==> src/rtl/kps_ram.sv <==
// Generic single-port-write, registered-read RAM.
`default_nettype none

module kps_ram #(
    parameter int WIDTH = 8,
    parameter int DEPTH = 64
) (
    input  wire logic                     clk,
    input  wire logic                     we,
    input  wire logic [$clog2(DEPTH)-1:0] waddr,
    input  wire logic [WIDTH-1:0]         wdata,
    input  wire logic [$clog2(DEPTH)-1:0] raddr,
    output logic      [WIDTH-1:0]         rdata
);

    logic [WIDTH-1:0] mem [DEPTH];

    // Write port and registered read port.
    always_ff @(posedge clk) begin
        if (we) begin
            mem[waddr] <= wdata;
        end
        rdata <= mem[raddr];
    end

endmodule

`default_nettype wire

==> config.mk <==
export PLATFORM = sky130hd
export DESIGN_NAME = kps_ram
export DESIGN_NICKNAME = d
export VERILOG_FILES = /design/src/rtl/kps_ram.sv
export SDC_FILE = /design/constraint.sdc
export NUM_CORES = 1
export LEC_CHECK = 0
export BUFFER_PORTS_ARGS = -buffer_cell sky130_fd_sc_hd__buf_2
export CORE_MARGIN = 5
export CORE_UTILIZATION = 56
export CTS_CLUSTER_DIAMETER = 120
export DETAILED_ROUTE_END_ITERATION = 7
export PLACE_DENSITY = 0.72
export REMOVE_ABC_BUFFERS = 1
export SYNTH_ARGS = -nofsm -noshare
export SYNTH_HDL_FRONTEND = slang
export SYNTH_SLANG_ARGS = --single-unit
==> constraint.sdc <==
create_clock -name clk -period 5.4 [get_ports clk]
set_input_delay 1.08 -clock clk [delete_from_list [all_inputs] [get_ports clk]]
set_output_delay 1.08 -clock clk [all_outputs]
set_load 0.03 [all_outputs]
==> summary.md, run 1 <==
| Metric | Value |
|---|---|
| Status | finished clean |
| DR vias/cell | 6.46 |
| Max-slew violations | 0 |
| Async SR Flop Fraction | 0% |
| Number of nets with antenna violations after routing | 0 |
| Min-Delay Path Class | flop to flop |
| Worst-path clk slew | 0.06 ns |
| CTS root buffer | clkbuf_16 |
| Share of layout cells above drive strength 1 | 25.5% |
| Routed WL per cell | 29.3 um |
| H-tree levels | 2 |
| Tot GR Track Use | 22.7% |
| Least-Margin Pin Slew | 1.23 ns |
| Synthesis-stage register bit count | 520 |
| Die Y | 200 um |
| Power Total | 8.42 mW |
| CP delay by family, top | buffers and inverters |
| Final period util | 59.5% |
| Rel. slew slack | 18.0% |
| Ranking of synthesized cells by area | edfxtp_1, mux4_2, nor2_1, mux2i_1, dfxtp_1 |
| Startpoint Class | input port |
| Placed cell area | 20,700 um^2 |
| Final cell area excluding filler cells | 22,400 um^2 |
| Area fraction of the dominant cell type after synthesis | 76.2% |
| Setup TNS | 0 ns |
| LEAKAGE | 6.95 nW |
| Area Growth Syn to Fin | 10.9% |
| Syn Area/Cell | 21.5 um^2 |
| CTS resizes | 0 |
| Pwr dens | 376 nW/um^2 |
| Pre-antenna DRT Iters | 5 |
| Hold Slack | 0.820 ns |
| Nets | 1,007 |
| Critical path fanouts, max | 77 |
| Placer Congestion | 0.810 |
| Syn Inst Count | 940 |
| Placement Setup Slack | 1.54 ns |
| Die W | 200 um |
| Hold buffers post-CTS | 0 |
| Max_cap viols | 0 |
| Hold Fails Final Rpt | 0 |
| Critical Path, Cell by Cell | clkbuf_8 -> buf_4 -> mux4_2 -> mux2i_1 -> a21oi_1 -> o21ai_0 -> nand2_1 |
| Fmax | 311 MHz |
| CTS tree | done |
| Row cnt | 69 |
| Synth cell types | 40 |
| Crit Path Category | input port to flop |
| Worst Path Buf+Inv | 2 |
| Max stage delay cell, worst path | clkbuf_8 |
| Maximum buffer depth of the clock tree | 3 |
| CTS Buf Count | 51 |
| Worst setup EP type | flop |
| IO buf count | 29 |
| Initial antenna violation count | 2 |
| Most numerous cell in the Yosys netlist | edfxtp_1 |
| DRC viols | 0 |
| Worst setup margin | 2.19 ns |
| Main synth FF type | edfxtp_1 |
| RSZ-0062 raised after global routing | false |
| DP HPWL | 25,800 um |
| Vias in the first global route | 9,713 |
| # clock sinks | 520 |
| Worst EP arrival | 3.69 ns |
| Starting density of the core | 56.7% |
| Via count | 9,623 |
| Largest net degree at the start of global routing | 78 |
| Max stage delay on crit path | 0.66 ns |
| I/O pins | 30 |
| Post-CTS Setup Inserts | 0 |
| Tmin final | 3.21 ns |
| Core Area | 35,600 um^2 |
| Synthesized cell area | 20,200 um^2 |
| Post-synth EDFFs | 512 |
| Die ar. | 39,900 um^2 |
| Post-Route WL | 43,700 um |
| Worst Path Required | 5.88 ns |
| Worst skew pair latency | 0.59 ns |
| Area leader, netlist | edfxtp_1 |
| Gr ovfl total | 0 |
| Post-synth top cells | edfxtp_1, mux4_2, nor2_1 |
| VDD IR max | 0.284 mV |
| Yosys warnings | 0 |
| Initial DRC count | 1,213 |
| Clk_skew | 0.0223 ns |
| Global-route wire length before repair | 65,400 um |
| Endpoints failing setup | 0 |
| Register area share after synthesis | 77.0% |
## power breakdown
| group | switching, mW | total (mW) | leakage [nW] | internal [mW] |
|---|---|---|---|---|
| Combinational | 0.266 | 0.415 | 1.47 | 0.149 |
| Clock | 1.48 | 3.52 | 0.806 | 2.04 |
| Sequential | 0.0158 | 4.48 | 4.67 | 4.47 |
| Total | 1.76 | 8.42 | 6.95 | 6.65 |
## cell type report
type,instances,area (um^2)
Tap cell,461,577
Sequential cell,520,15500
Timing Repair Buffer,43,277
Fill cell,2393,13200
Clock buffer,65,1410
Multi-Input combinational cell,369,4320
Clock inverter,30,254
Antenna cell,2,5.00
## cell families after synthesis
| kind of cell | share of synthesized area (%) |
|---|---|
| mux | 15.9 |
| simple gates | 3.39 |
| flops | 77.0 |
| compound gates | 2.07 |
| buf+inv | 1.57 |
## sequential cells by signal, summed over array words and instances, names as in the netlist
signal  cells
rdata       8
mem       512
## cell usage in the layout, fill, tap and decap left out, types with 4 or more instances in the layout
cell type,count
o221ai_1,8
mux2_2,13
edfxtp_1,512
nor2_1,83
buf_4,15
nand2_1,19
dfxtp_1,8
nand2b_1,7
clkinv_2,11
nor2b_1,14
a221oi_1,6
a211oi_1,4
clkbuf_8,5
clkbuf_16,53
o22ai_1,8
buf_2,26
nand3_1,13
clkinv_1,9
bufinv_16,4
mux4_2,126
nor3_1,7
clkinvlp_4,6
mux2i_1,23
clkbuf_1,8
## layer usage
metal | vias up | GRT usage [%] | part of all wire (%) | wire length (um)
met2 | 461 | 34.0 | 47 | 20400
li1 | 4016 | - | - | -
met5 | - | 0 | 0.032 | 14
met1 | 5072 | 34.8 | 42 | 18400
met3 | 70 | 4.83 | 9.0 | 3940
met4 | 4 | 6.31 | 2.2 | 965
## worst register-to-register path, stage by stage (launching register included)
cell,delay (ns)
edfxtp_1,0.38
mux4_2,0.46
mux2_2,0.28
o221a_2,0.28
nor3_1,0.34
o32ai_1,0.15
## path summary, 6_finish.rpt
| check | depth (start not counted) | start | to | slack [ns] |
|---|---|---|---|---|
| worst max register to register | 5 | mem[20][6] | rdata[6] | 3.38 |
| worst min-delay path | 3 | mem[30][4] | rdata[4] | 0.82 |
| worst max-delay path | 7 | raddr[0] | rdata[7] | 2.19 |
| worst min register to register | 3 | mem[30][4] | rdata[4] | 0.82 |
## metrics by stage
step / utilization (%) / std cells
2_1_floorplan: - / 889
3_3_place_gp: 58.2 / 1393
3_5_place_dp: 58.2 / 1393
4_1_cts: 62.9 / 1488
5_1_grt: 62.9 / 1488
6_report: 62.9 / 1490
Note: power is estimated with default switching activity, not from simulation.
==> run 2, diff against run 1 <==
Clock period 5.4 ns to 3.3 ns, I/O delays scaled along.
==> run 2 against run 1 <==
Against the previous run:
- routed wire length grew 1.6%
- critical path depth shrank 1
- sequential share of layout area shrank 1.9 points
- utilization grew 1.8 points
- clock power grew 58%
- critical endpoint is now rdata[3]
- largest cell class unchanged
- highest routed layer unchanged
==> summary.md, run 2 (synthesis results as in run 1) <==
| Metric | Value |
|---|---|
| Nets | 1,094 (+8.6%) |
| VDD IR max | 0.458 mV (+61%) |
| Largest net degree at the start of global routing | 65 (-17%) |
| End point of the critical path | rdata[3] |
| Worst setup margin | 0.790 ns (-1.40 ns) |
| CTS root buffer | clkbuf_16 |
| Placement Setup Slack | 0.279 ns (-1.26 ns) |
| Clk_skew | 0.00829 ns (-0.0140 ns) |
| Post-Route WL | 44,400 um (+1.6%) |
| Reg2Reg Setup Slack | 1.18 ns (-2.20 ns) |
| H-tree levels | 2 (unchanged) |
| # clock sinks | 520 (unchanged) |
| FF-to-FF Start | mem[29][6] |
| Gr ovfl total | 0 (unchanged) |
| Worst-path clk slew | 0.06 ns (about the same) |
| Top cell by count, worst path | buf_4 |
| Worst EP arrival | 2.95 ns (-0.74 ns) |
| Initial DRC count | 1,012 (-17%) |
| Commonest non-fill, non-tap cell in the layout | edfxtp_1 |
| IO buf count | 29 (unchanged) |
| Power Total | 13.6 mW (+62%) |
| Max stage delay cell, worst path | a2111oi_0 |
| Vias in the first global route | 10,100 (+4.3%) |
| Endpoints failing setup | 0 (unchanged) |
| Pre-antenna DRT Iters | 5 (unchanged) |
| Tot GR Track Use | 22.9% (+0.24 points) |
| WP depth | 6 (-1) |
| Final period util | 76.1% |
| DR vias/cell | 6.31 (-2.3%) |
| Top Registers | mem x512, rdata x8 |
| Critical path fanouts, max | 30 (-61%) |
| Rel. slew slack | 19.5% (+1.5 points) |
| Pwr dens | 591 nW/um^2 (+57%) |
| RSZ-0062 raised after global routing | false |
| Startpoint Class | input port |
| Worst Path Required | 3.74 ns (-2.14 ns) |
| Max-slew violations | 0 (unchanged) |
| R2R depth | 5 (unchanged) |
| LEAKAGE | 7.40 nW (+6.4%) |
| Setup TNS | 0 ns (unchanged) |
| Hold Fails Final Rpt | 0 (unchanged) |
| Die W | 200 um (unchanged) |
| Share of layout cells above drive strength 1 | 30.6% (+5.1 points) |
| Maximum buffer depth of the clock tree | 3 (unchanged) |
| CP delay by family, top | buffers and inverters |
| Most frequent cells in the layout | edfxtp_1, mux4_2, buf_4 |
| Least-Margin Pin Slew | 1.21 ns (-0.0231 ns) |
| Die Y | 200 um (unchanged) |
| Die ar. | 39,900 um^2 (unchanged) |
| DRC viols | 0 (unchanged) |
| Worst setup EP type | flop |
| Max_cap viols | 0 (unchanged) |
| CTS Buf Count | 51 (unchanged) |
| Core Area | 35,600 um^2 (unchanged) |
| Status | finished clean |
| Area Growth Syn to Fin | 14.0% |
| Global-route wire length before repair | 66,000 um (+0.96%) |
| Number of nets with antenna violations after routing | 0 (unchanged) |
| Post-CTS Setup Inserts | 0 (unchanged) |
| Largest reg by FF count | mem |
| I/O pins | 30 (unchanged) |
| Starting density of the core | 56.7% (unchanged) |
| Worst skew pair latency | 0.57 ns (-0.02 ns) |
| Critical Path, Cell by Cell | clkbuf_8 -> buf_4 -> mux4_2 -> a2111oi_0 -> buf_4 -> o41ai_1 |
| Via count | 9,928 (+3.2%) |
| Placer Congestion | 0.838 (+3.4%) |
| Crit path launch | raddr[0] |
| Fmax | 398 MHz |
| Hold buffers post-CTS | 0 (unchanged) |
| Reg2reg end | rdata[6] |
| Crit Path Category | input port to flop |
| DP HPWL | 27,300 um (+5.8%) |
| Max stage delay on crit path | 0.62 ns (-0.04 ns) |
| Tmin final | 2.51 ns |
| Routed WL per cell | 28.2 um (-3.7%) |
| Initial antenna violation count | 1 (-1) |
| Worst Path Buf+Inv | 3 (+1) |
| Min-Delay Path Class | input port to flop |
| CTS resizes | 0 (unchanged) |
| Row cnt | 69 (unchanged) |
| CTS tree | done |
| Max reg flops | 512 (unchanged) |
| Antenna Cells | 0 (-2) |
[run 2: cell count changes in the layout (fill, tap and decap cells not counted)]
| cell | delta |
|---|---|
| buf_12 | +3 |
| buf_4 | +84 |
| clkbuf_1 | -2 |
| clkbuf_8 | -4 |
| clkinv_1 | +9 |
| clkinv_2 | -2 |
| clkinvlp_4 | -3 |
| diode_2 | -2 |
[run 2: final cells by class]
class,count,area (um^2)
Clock buffer,59,1350
Tap cell,461,577
Clock inverter,34,255
Multi-Input combinational cell,369,4320
Timing Repair Buffer,130,967
Sequential cell,520,15500
Fill cell,2343,12600
[run 2: worst min path at each step]
| stage | depth (start not counted) | startpoint | to |
|---|---|---|---|
| 2_1_floorplan | 4 | mem[34][0] | rdata[0] |
| 3_3_place_gp | 4 | mem[34][0] | rdata[0] |
| 3_5_place_dp | 3 | mem[30][4] | rdata[4] |
| 4_1_cts | 3 | raddr[5] | rdata[0] |
| 5_1_grt | 1 | wdata[0] | mem[33][0] |
| 6_report | 1 | wdata[0] | mem[20][0] |
[run 2: per-layer routing]
| layer | vias to the layer above | part of all wire (%) | track usage [%] |
|---|---|---|---|
| li1 | 4184 | - | - |
| met1 | 5211 | 40 | 33.0 |
| met2 | 444 | 48 | 35.6 |
| met3 | 87 | 9.7 | 6.34 |
| met4 | 2 | 2.6 | 6.04 |
| met5 | - | 0.016 | 0 |
[run 2: stage by stage]
step	hold slack (ns)	utilization [%]	cells	cell area (um^2)
after floorplan	0.708	-	889	19900
after global placement	0.817	60.1	1480	21400
after detailed placement	0.837	60.1	1480	21400
after CTS	0.493	64.7	1573	23000
after global routing	0.509	64.7	1573	23000
final	0.527	64.7	1573	23000
[run 2: worst register-to-register path, stage by stage, from the launching register on]
cell and delay [ns]:
edfxtp_1 0.37, mux4_2 0.48, mux2_2 0.29, o221a_2 0.30, nor3_1 0.40, o32ai_1 0.15
[run 2: report_power, final]
part	switching [mW]	total (mW)	internal [mW]
Clock	2.34	5.56	3.22
Combinational	0.440	0.709	0.269
Sequential	0.0248	7.34	7.31
Total	2.80	13.6	10.8
