===== config.mk =====
export PLATFORM = sky130hd
export DESIGN_NAME = kps_div
export DESIGN_NICKNAME = d
export VERILOG_FILES = /design/src/rtl/kps_pkg.sv /design/src/rtl/kps_div.sv
export SDC_FILE = /design/constraint.sdc
export NUM_CORES = 1
export LEC_CHECK = 0
export BUFFER_PORTS_ARGS = -buffer_cell sky130_fd_sc_hd__buf_4
export CAP_MARGIN = 10
export CORE_ASPECT_RATIO = 1.4
export CORE_MARGIN = 1.5
export CORE_UTILIZATION = 54
export DETAILED_ROUTE_END_ITERATION = 12
export GPL_TIMING_DRIVEN = 0
export PLACE_DENSITY = 0.86
export SLEW_MARGIN = 20
export SYNTH_ARGS = -nofsm -noshare
export SYNTH_HDL_FRONTEND = slang
export SYNTH_SLANG_ARGS = --single-unit

===== constraint.sdc =====
create_clock -name aclk -period 3.5 [get_ports aclk]
set_input_delay 0.7 -clock aclk [delete_from_list [all_inputs] [get_ports aclk]]
set_output_delay 0.7 -clock aclk [all_outputs]
set_load 0.01 [all_outputs]

===== src/rtl/kps_pkg.sv =====
// Shared types, codes and constants of the keyframe playback sampler.
`default_nettype none

package kps_pkg;

    // Item operation codes.
    localparam logic [2:0] OP_WRITE  = 3'd0;
    localparam logic [2:0] OP_SAMPLE = 3'd1;
    localparam logic [2:0] OP_TICK   = 3'd2;
    localparam logic [2:0] OP_PLAY   = 3'd3;
    localparam logic [2:0] OP_STOP   = 3'd4;

    // Configuration register indexes.
    localparam logic [1:0] REG_KEY_COUNT = 2'd0;
    localparam logic [1:0] REG_LOOP      = 2'd1;

    // Divider geometry and fixed-point constants.
    localparam int         DIV_STEPS = 48;
    localparam logic [16:0] ALPHA_ONE = 17'd65536;
    localparam logic [14:0] LOOK_ONE  = 15'd16384;

    // One keyframe as held in the table.
    typedef struct packed {
        logic        [31:0] tm;
        logic signed [31:0] px;
        logic signed [31:0] py;
        logic signed [31:0] pz;
        logic signed [15:0] lx;
        logic signed [15:0] ly;
        logic signed [15:0] lz;
        logic signed [15:0] roll;
        logic        [15:0] fov;
    } kps_key_t;

    // Request to and response from the shared divider.
    typedef struct packed {
        logic        start;
        logic [47:0] numer;
        logic [31:0] denom;
    } kps_div_req_t;

    typedef struct packed {
        logic        done;
        logic [47:0] quot;
        logic [31:0] rem;
    } kps_div_rsp_t;

    // Sequencer states.
    typedef enum logic [4:0] {
        ST_IDLE, ST_SCAN, ST_TICK, ST_MODW, ST_SMP0, ST_SMP1, ST_SMP2,
        ST_BS, ST_BSW, ST_RA, ST_RB, ST_RBW, ST_ALPHA, ST_ALW, ST_LMUL,
        ST_LADD, ST_SQMUL, ST_SQADD, ST_NCHK, ST_SQRT, ST_LDIV, ST_LDW,
        ST_DONE
    } kps_state_t;

endpackage

`default_nettype wire


===== src/rtl/kps_div.sv =====
// Restoring divider, one quotient bit per cycle, shared by the sampler.
`default_nettype none

module kps_div (
    input  wire logic                 aclk,
    input  wire logic                 aresetn,
    input  wire kps_pkg::kps_div_req_t req,
    output kps_pkg::kps_div_rsp_t     rsp
);

    logic        busy_reg, busy_next;
    logic        done_reg, done_next;
    logic [5:0]  cnt_reg, cnt_next;
    logic [47:0] q_reg, q_next;
    logic [31:0] r_reg, r_next;
    logic [31:0] d_reg, d_next;
    logic [32:0] trial;

    // One shift-and-subtract step per cycle.
    always_comb begin
        busy_next = busy_reg;
        done_next = 1'b0;
        cnt_next  = cnt_reg;
        q_next    = q_reg;
        r_next    = r_reg;
        d_next    = d_reg;
        trial     = {r_reg, q_reg[47]};
        if (req.start) begin
            busy_next = 1'b1;
            cnt_next  = 6'(kps_pkg::DIV_STEPS);
            q_next    = req.numer;
            r_next    = '0;
            d_next    = req.denom;
        end else if (busy_reg) begin
            if (trial >= {1'b0, d_reg}) begin
                r_next = 32'(trial - {1'b0, d_reg});
                q_next = {q_reg[46:0], 1'b1};
            end else begin
                r_next = trial[31:0];
                q_next = {q_reg[46:0], 1'b0};
            end
            cnt_next = cnt_reg - 6'd1;
            if (cnt_reg == 6'd1) begin
                busy_next = 1'b0;
                done_next = 1'b1;
            end
        end
    end

    always_ff @(posedge aclk) begin
        if (!aresetn) begin
            busy_reg <= 1'b0;
            done_reg <= 1'b0;
            cnt_reg  <= '0;
        end else begin
            busy_reg <= busy_next;
            done_reg <= done_next;
            cnt_reg  <= cnt_next;
        end
        q_reg <= q_next;
        r_reg <= r_next;
        d_reg <= d_next;
    end

    assign rsp.done = done_reg;
    assign rsp.quot = q_reg;
    assign rsp.rem  = r_reg;

endmodule

`default_nettype wire


==> impl_results.md, run 1 <==
* Status: finished, final reports clean
* Number of H-tree levels at 4
* RSZ-0062 raised after global routing: false
* Yosys reg bits at 120
* EDFF count, synth at 80
* WHS Path Cells at 1
* Vias in the first global route at 5,836
* Worst setup SP type: flop
* Max FFs per register at 48
* CTS Buf Count at 17
* Pwr/cell area at 505 nW/µm²
* Setup Viol. Count Final at 0
* Worst Path Max Fanout at 3
* Mapped cell area at 6620 µm²
* Tcrit/Tclk final at 96.1%
* CTS sink cnt at 120
* Setup TNS at 0 ps
* Tmin final at 3360 ps
* Yosys top cell by area: edfxtp_1
* Post-CTS setup buffer count at 0
* Post-Synthesis Cells at 612
* Largest net degree at the start of global routing at 34
* Count of final hold-check violations at 0
* Antenna Nets Post-Route at 0
* Reg-to-reg critical path startpoint: q_reg[47]$_DFFE_PP_
* Via count at 5,652
* Max_slew headroom at 48.4%
* Total Routing Usage GR at 30.6%
* Yosys top cell area share at 36.3%
* Post-CTS Hold Fix Bufs at 0
* Leading post-synthesis cells by cell area: edfxtp_1, dfxtp_1, mux2_2
* Post-CTS Resized at 0
* Area of the core at 11,900 µm²
* Critical hold path startpoint: req[19]
* Mapped Avg Cell Area at 10.8 µm²
* Drt wl/cell at 20.1 µm
* Placed cells at 923
* Die area at 12,900 µm²
* Worst setup startpoint: q_reg[47]$_DFFE_PP_
* Worst Path Class, Setup: reg2reg
* Synthesized Nets at 730
* I/O Pins at 164
* Initial antenna violation count at 0
* DRC Markers at 0
* Grt ovf at 0
* Reg clk slew, reported paths at 60 ps
* Antenna diode count at 0
* Buffers on Ports at 163
* Max Root-Sink Buffers at 2
* FF-to-FF path depth at 13
* Routed vias/inst at 5.92
* Top_reg_cell synth: edfxtp_1
* Area Overhead vs Synth at 30.7%
* Register area share after synthesis at 48.4%
* Worst skew pair latency at 420 ps
* Iter 0 DRT Violations at 466
* Worst slew pin tran at 770 ps
* F_max at 297 MHz
* Top-count cell post-synth: edfxtp_1
* Syn. warnings at 0
* Initial Utilization at 55.7%
* Asr flop ratio synth at 0%
* 1st-pass router iterations at 6
* Proportion of layout cells with a drive suffix above 1 at 32.7%
* CP endpoint kind: flop
* GP Congestion at 0.996
* Die X at 96.6 µm
* Die Height at 134 µm
* # rows at 47
* Total leakage power at 0.00377 µW
* Post-synthesis cell type count at 61
* Dpl hpwl at 14,100 µm
* Worst Skew at 6.81 ps
* VDD IR max at 0.372 mV
* WP data required at 3800 ps
* CP Data Arrival Time at 3670 ps
* CTS tree: built
* Root Driver: clkbuf_16
* Final Instance Count excl. Fillers at 955
* Max Cap Viol at 0
* Nets at 913
* Global-route wire length before repair at 29,800 µm
* Slew Limit Fails at 0
* Final WL at 19,200 µm
* Worst Hold Class: in2reg
* Post-synth top cells: edfxtp_1, nand2_1, mux2_2
final timing paths:
path	slack, ps	end
setup reg to reg	140	r_reg[30]$_SDFFE_PP0P_
hold / removal	460	d_reg[19]$_DFFE_PP_
setup / recovery	140	r_reg[30]$_SDFFE_PP0P_
hold reg to reg	510	cnt_reg[1]$_SDFFE_PP0P_
final cells by class:
class | count | area, µm²
fill | 807 | 3230
sequential | 120 | 3200
multi-input combinational | 418 | 3100
timing repair buffer | 164 | 1250
clock buffer | 17 | 425
tap | 147 | 184
inverter | 46 | 173
clock inverter | 15 | 166
buffer | 28 | 149
critical path, cell delays in order, from the launching register on:
cell and delay [ps]:
edfxtp_1 400, inv_1 80, ha_1 230, fa_1 400, nor2b_1 170, o211ai_1 140
a31o_1 260, o211ai_1 410, o311a_1 280, o21a_1 210, a221o_1 200, a21oi_2 70
xnor2_1 140, a31o_1 230
where the power goes:
group          switching, µW  internal (µW)
Combinational            463            410
Sequential              83.8           1650
Clock                    699           1060
logic make-up (layout without fill, tap and decap cells):
logic type / Yosys count / after routing / share of synthesized area (%)
AO/OA/AOI/OAI: 140 / 140 / 14.7
flip-flops: 120 / 120 / 48.4
adder cells (fa/ha/maj): 35 / 35 / 6.73
multiplexers: 62 / 62 / 10.3
XOR/XNOR: 30 / 30 / 3.97
buffers and inverters: 74 / 270 / 4.86
AND/OR/NAND/NOR: 151 / 151 / 11.0
routing by layer:
metal	track usage [%]	routed length, µm	vias to the layer above
met4	12.7	727	0
met5	0	0	-
li1	-	-	2624
met2	54.0	10000	272
met3	8.28	1370	63
met1	33.8	7050	2693
cell usage in the layout (no fill, tap or decap), drive strengths merged, types with 5 or more instances in the layout:
cell type	n
nor3	7
ha	34
nand2b	5
a211oi	18
mux2	48
xor2	10
clkbuf	37
nor4	5
buf	172
edfxtp	80
nand2	49
nor2	43
nand3	16
o211ai	12
a21o	22
o21ai	24
nand4	5
inv	52
mux2i	14
xnor2	20
dfxtp	40
a21oi	28
stage by stage:
step                      hold WS [ps]  utilization (%)  power (µW)  cell area, µm²  setup WS (ps)
final                              456             72.8        4370            8650            138
after detailed placement           508             67.9        2620            8060            224
after global placement             484             67.6        2580            8030            112
after global routing               445             72.8        4520            8650           48.7
after CTS                          450             72.8        4370            8650            152
after floorplan                    469                -        2250            6620            706
Note: power is estimated with default switching activity, not from simulation.
==> run 2, diff against run 1 <==
--- a/config.mk
+++ b/config.mk
@@ -8,8 +8,9 @@
 export BUFFER_PORTS_ARGS = -buffer_cell sky130_fd_sc_hd__buf_4
 export CAP_MARGIN = 10
 export CORE_ASPECT_RATIO = 1.4
-export CORE_MARGIN = 1.5
+export CORE_MARGIN = 2
 export CORE_UTILIZATION = 54
+export CTS_CLUSTER_SIZE = 24
 export DETAILED_ROUTE_END_ITERATION = 12
 export GPL_TIMING_DRIVEN = 0
 export PLACE_DENSITY = 0.86
==> run 2 against run 1 <==
Net effect:
- clock skew about the same
- die area increased by 1.8%
- largest cell class unchanged
- worst setup slack got worse by 37 ps
- cell area decreased by 0.42%
==> impl_results.md, run 2 (synthesized netlist as in run 1, its figures left out) <==
* Status: finished, final reports clean (unchanged)
* I/O Pins at 164 (unchanged)
* CTS tree: built (unchanged)
* F_max at 294 MHz (was 297 MHz)
* Slew Limit Fails at 0 (unchanged)
* Area Overhead vs Synth at 30.1% (was 30.7%)
* Max Root-Sink Buffers at 2 (unchanged)
* Setup TNS at 0 ps (unchanged)
* Multi-input gate area at 3100 µm² (unchanged)
* CP Data Arrival Time at 3710 ps (was 3670 ps)
* Worst slew pin tran at 832 ps (was 770 ps)
* Post-CTS Hold Fix Bufs at 0 (unchanged)
* Post-CTS Resized at 0 (unchanged)
* Number of fillers in the final layout at 853 (was 807)
* Final WL at 18,600 µm (was 19,200 µm)
* Worst Path Max Fanout at 3 (unchanged)
* Post-CTS setup buffer count at 0 (unchanged)
* Tcrit/Tclk final at 97.1% (was 96.1%)
* Die area at 13,200 µm² (was 12,900 µm²)
* Fin area at 8620 µm² (was 8650 µm²)
* Number of H-tree levels at 4 (unchanged)
* Commonest non-fill, non-tap cell in the layout: buf_4 (unchanged)
* Drt wl/cell at 19.5 µm (was 20.1 µm)
* Pwr/cell area at 493 nW/µm² (was 505 nW/µm²)
* Initial Utilization at 55.7% (unchanged)
* Worst Hold Class: in2reg (unchanged)
* Sequential Area at 3200 µm² (unchanged)
* Tmin final at 3400 ps (was 3360 ps)
* 1st-pass router iterations at 6 (unchanged)
* Setup Viol. Count Final at 0 (unchanged)
* Max Cap Viol at 0 (unchanged)
* Antenna Nets Post-Route at 0 (unchanged)
* Root Driver: clkbuf_16 (unchanged)
* Count of final hold-check violations at 0 (unchanged)
* CTS Buf Count at 17 (unchanged)
* Antenna diode count at 0 (unchanged)
* Reg-to-reg critical path startpoint: q_reg[47]$_DFFE_PP_ (unchanged)
* GP Congestion at 0.965 (was 0.996)
* Initial antenna violation count at 0 (unchanged)
* Worst setup startpoint: q_reg[47]$_DFFE_PP_ (unchanged)
* Critical hold path startpoint: req[12] (was req[19])
* RSZ-0062 raised after global routing: false (unchanged)
* CTS sink cnt at 120 (unchanged)
* FF-to-FF path depth at 13 (unchanged)
* Largest net degree at the start of global routing at 34 (unchanged)
* Worst skew pair latency at 420 ps (about the same)
* Die Height at 135 µm (was 134 µm)
* Global-route wire length before repair at 29,500 µm (was 29,800 µm)
* Final Instance Count excl. Fillers at 955 (unchanged)
* CP endpoint kind: flop (unchanged)
* Proportion of layout cells with a drive suffix above 1 at 32.5% (was 32.7%)
* Post-Place Cell Area at 8060 µm² (unchanged)
* Dpl hpwl at 13,900 µm (was 14,100 µm)
* Reg clk slew, reported paths at 60 ps (about the same)
* Commonest non-fill, non-tap cells in the layout: buf_4, edfxtp_1, nand2_1, mux2_2, inv_1 (unchanged)
* Max_slew headroom at 44.2% (was 48.4%)
* Grt ovf at 0 (unchanged)
* Total Routing Usage GR at 28.6% (was 30.6%)
* Max FFs per register at 48 (unchanged)
* Routed vias/inst at 5.89 (was 5.92)
* Via count at 5,622 (was 5,652)
* Placed cells at 923 (unchanged)
* VDD IR max at 0.314 mV (was 0.372 mV)
* Iter 0 DRT Violations at 449 (was 466)
* Area of the core at 11,900 µm² (unchanged)
* Die X at 97.6 µm (was 96.6 µm)
* Worst setup SP type: flop (unchanged)
* Worst Skew at 6.76 ps (was 6.81 ps)
* # rows at 47 (unchanged)
* WHS Path Cells at 1 (unchanged)
* DRC Markers at 0 (unchanged)
* WP data required at 3810 ps (was 3800 ps)
* Total leakage power at 0.00375 µW (was 0.00377 µW)
* Nets at 913 (unchanged)
* Vias in the first global route at 5,882 (was 5,836)
* Worst Path Class, Setup: reg2reg (unchanged)
* Buffers on Ports at 163 (unchanged)
run 2: changes by cell type in the layout (fill, tap and decap cells not counted), sizes merged:
cell      before  now
bufinv         2    1
clkinv         4    7
clkinvlp       3    5
inv           52   48
run 2: metrics by stage:
stage,setup WS [ps],power [µW],utilization [%],hold WS (ps)
after detailed placement,213,2610,67.9,486
after global placement,80.1,2580,67.6,484
final,101,4250,72.5,457
after CTS,196,4250,72.5,450
after floorplan,706,2250,-,469
after global routing,49.1,4400,72.5,445
run 2: worst max-delay path, cell delays in order, from the launching register on:
cell	delay, ps
edfxtp_1	410
inv_1	90
ha_1	220
fa_1	400
nor2b_1	200
o211ai_1	150
a31o_1	260
o211ai_1	460
o311a_1	290
o21a_1	210
a221o_1	200
a21oi_2	70
xnor2_1	120
a31o_1	210
run 2: cell type report:
cell class                 count  area share [%]
inverter                      46            2.00
timing repair buffer         164            14.5
clock buffer                  17            4.94
multi-input combinational    418            36.0
buffer                        28            1.73
tap                          147            2.13
sequential                   120            37.2
clock inverter                15            1.51
run 2: path summary, 6_finish.rpt:
path / end / slack [ps]
max: r_reg[30]$_SDFFE_PP0P_ / 100
min: d_reg[12]$_DFFE_PP_ / 460
max reg2reg: r_reg[30]$_SDFFE_PP0P_ / 100
min reg2reg: cnt_reg[1]$_SDFFE_PP0P_ / 500
run 2: layer usage:
metal,global-route usage [%],vias up,share of wire (%)
met5,0,-,0
met4,13.7,0,4.3
met3,7.87,64,8.3
met2,51.0,292,51
met1,31.4,2649,36
li1,-,2617,-
run 2: where the power goes:
group          internal, µW  leakage, µW  switching (µW)  total, µW
sequential             1650      0.00112            81.7       1730
clock                   974     0.000259             676       1650
combinational           410      0.00237             457        866
total                  3040      0.00375            1210       4250
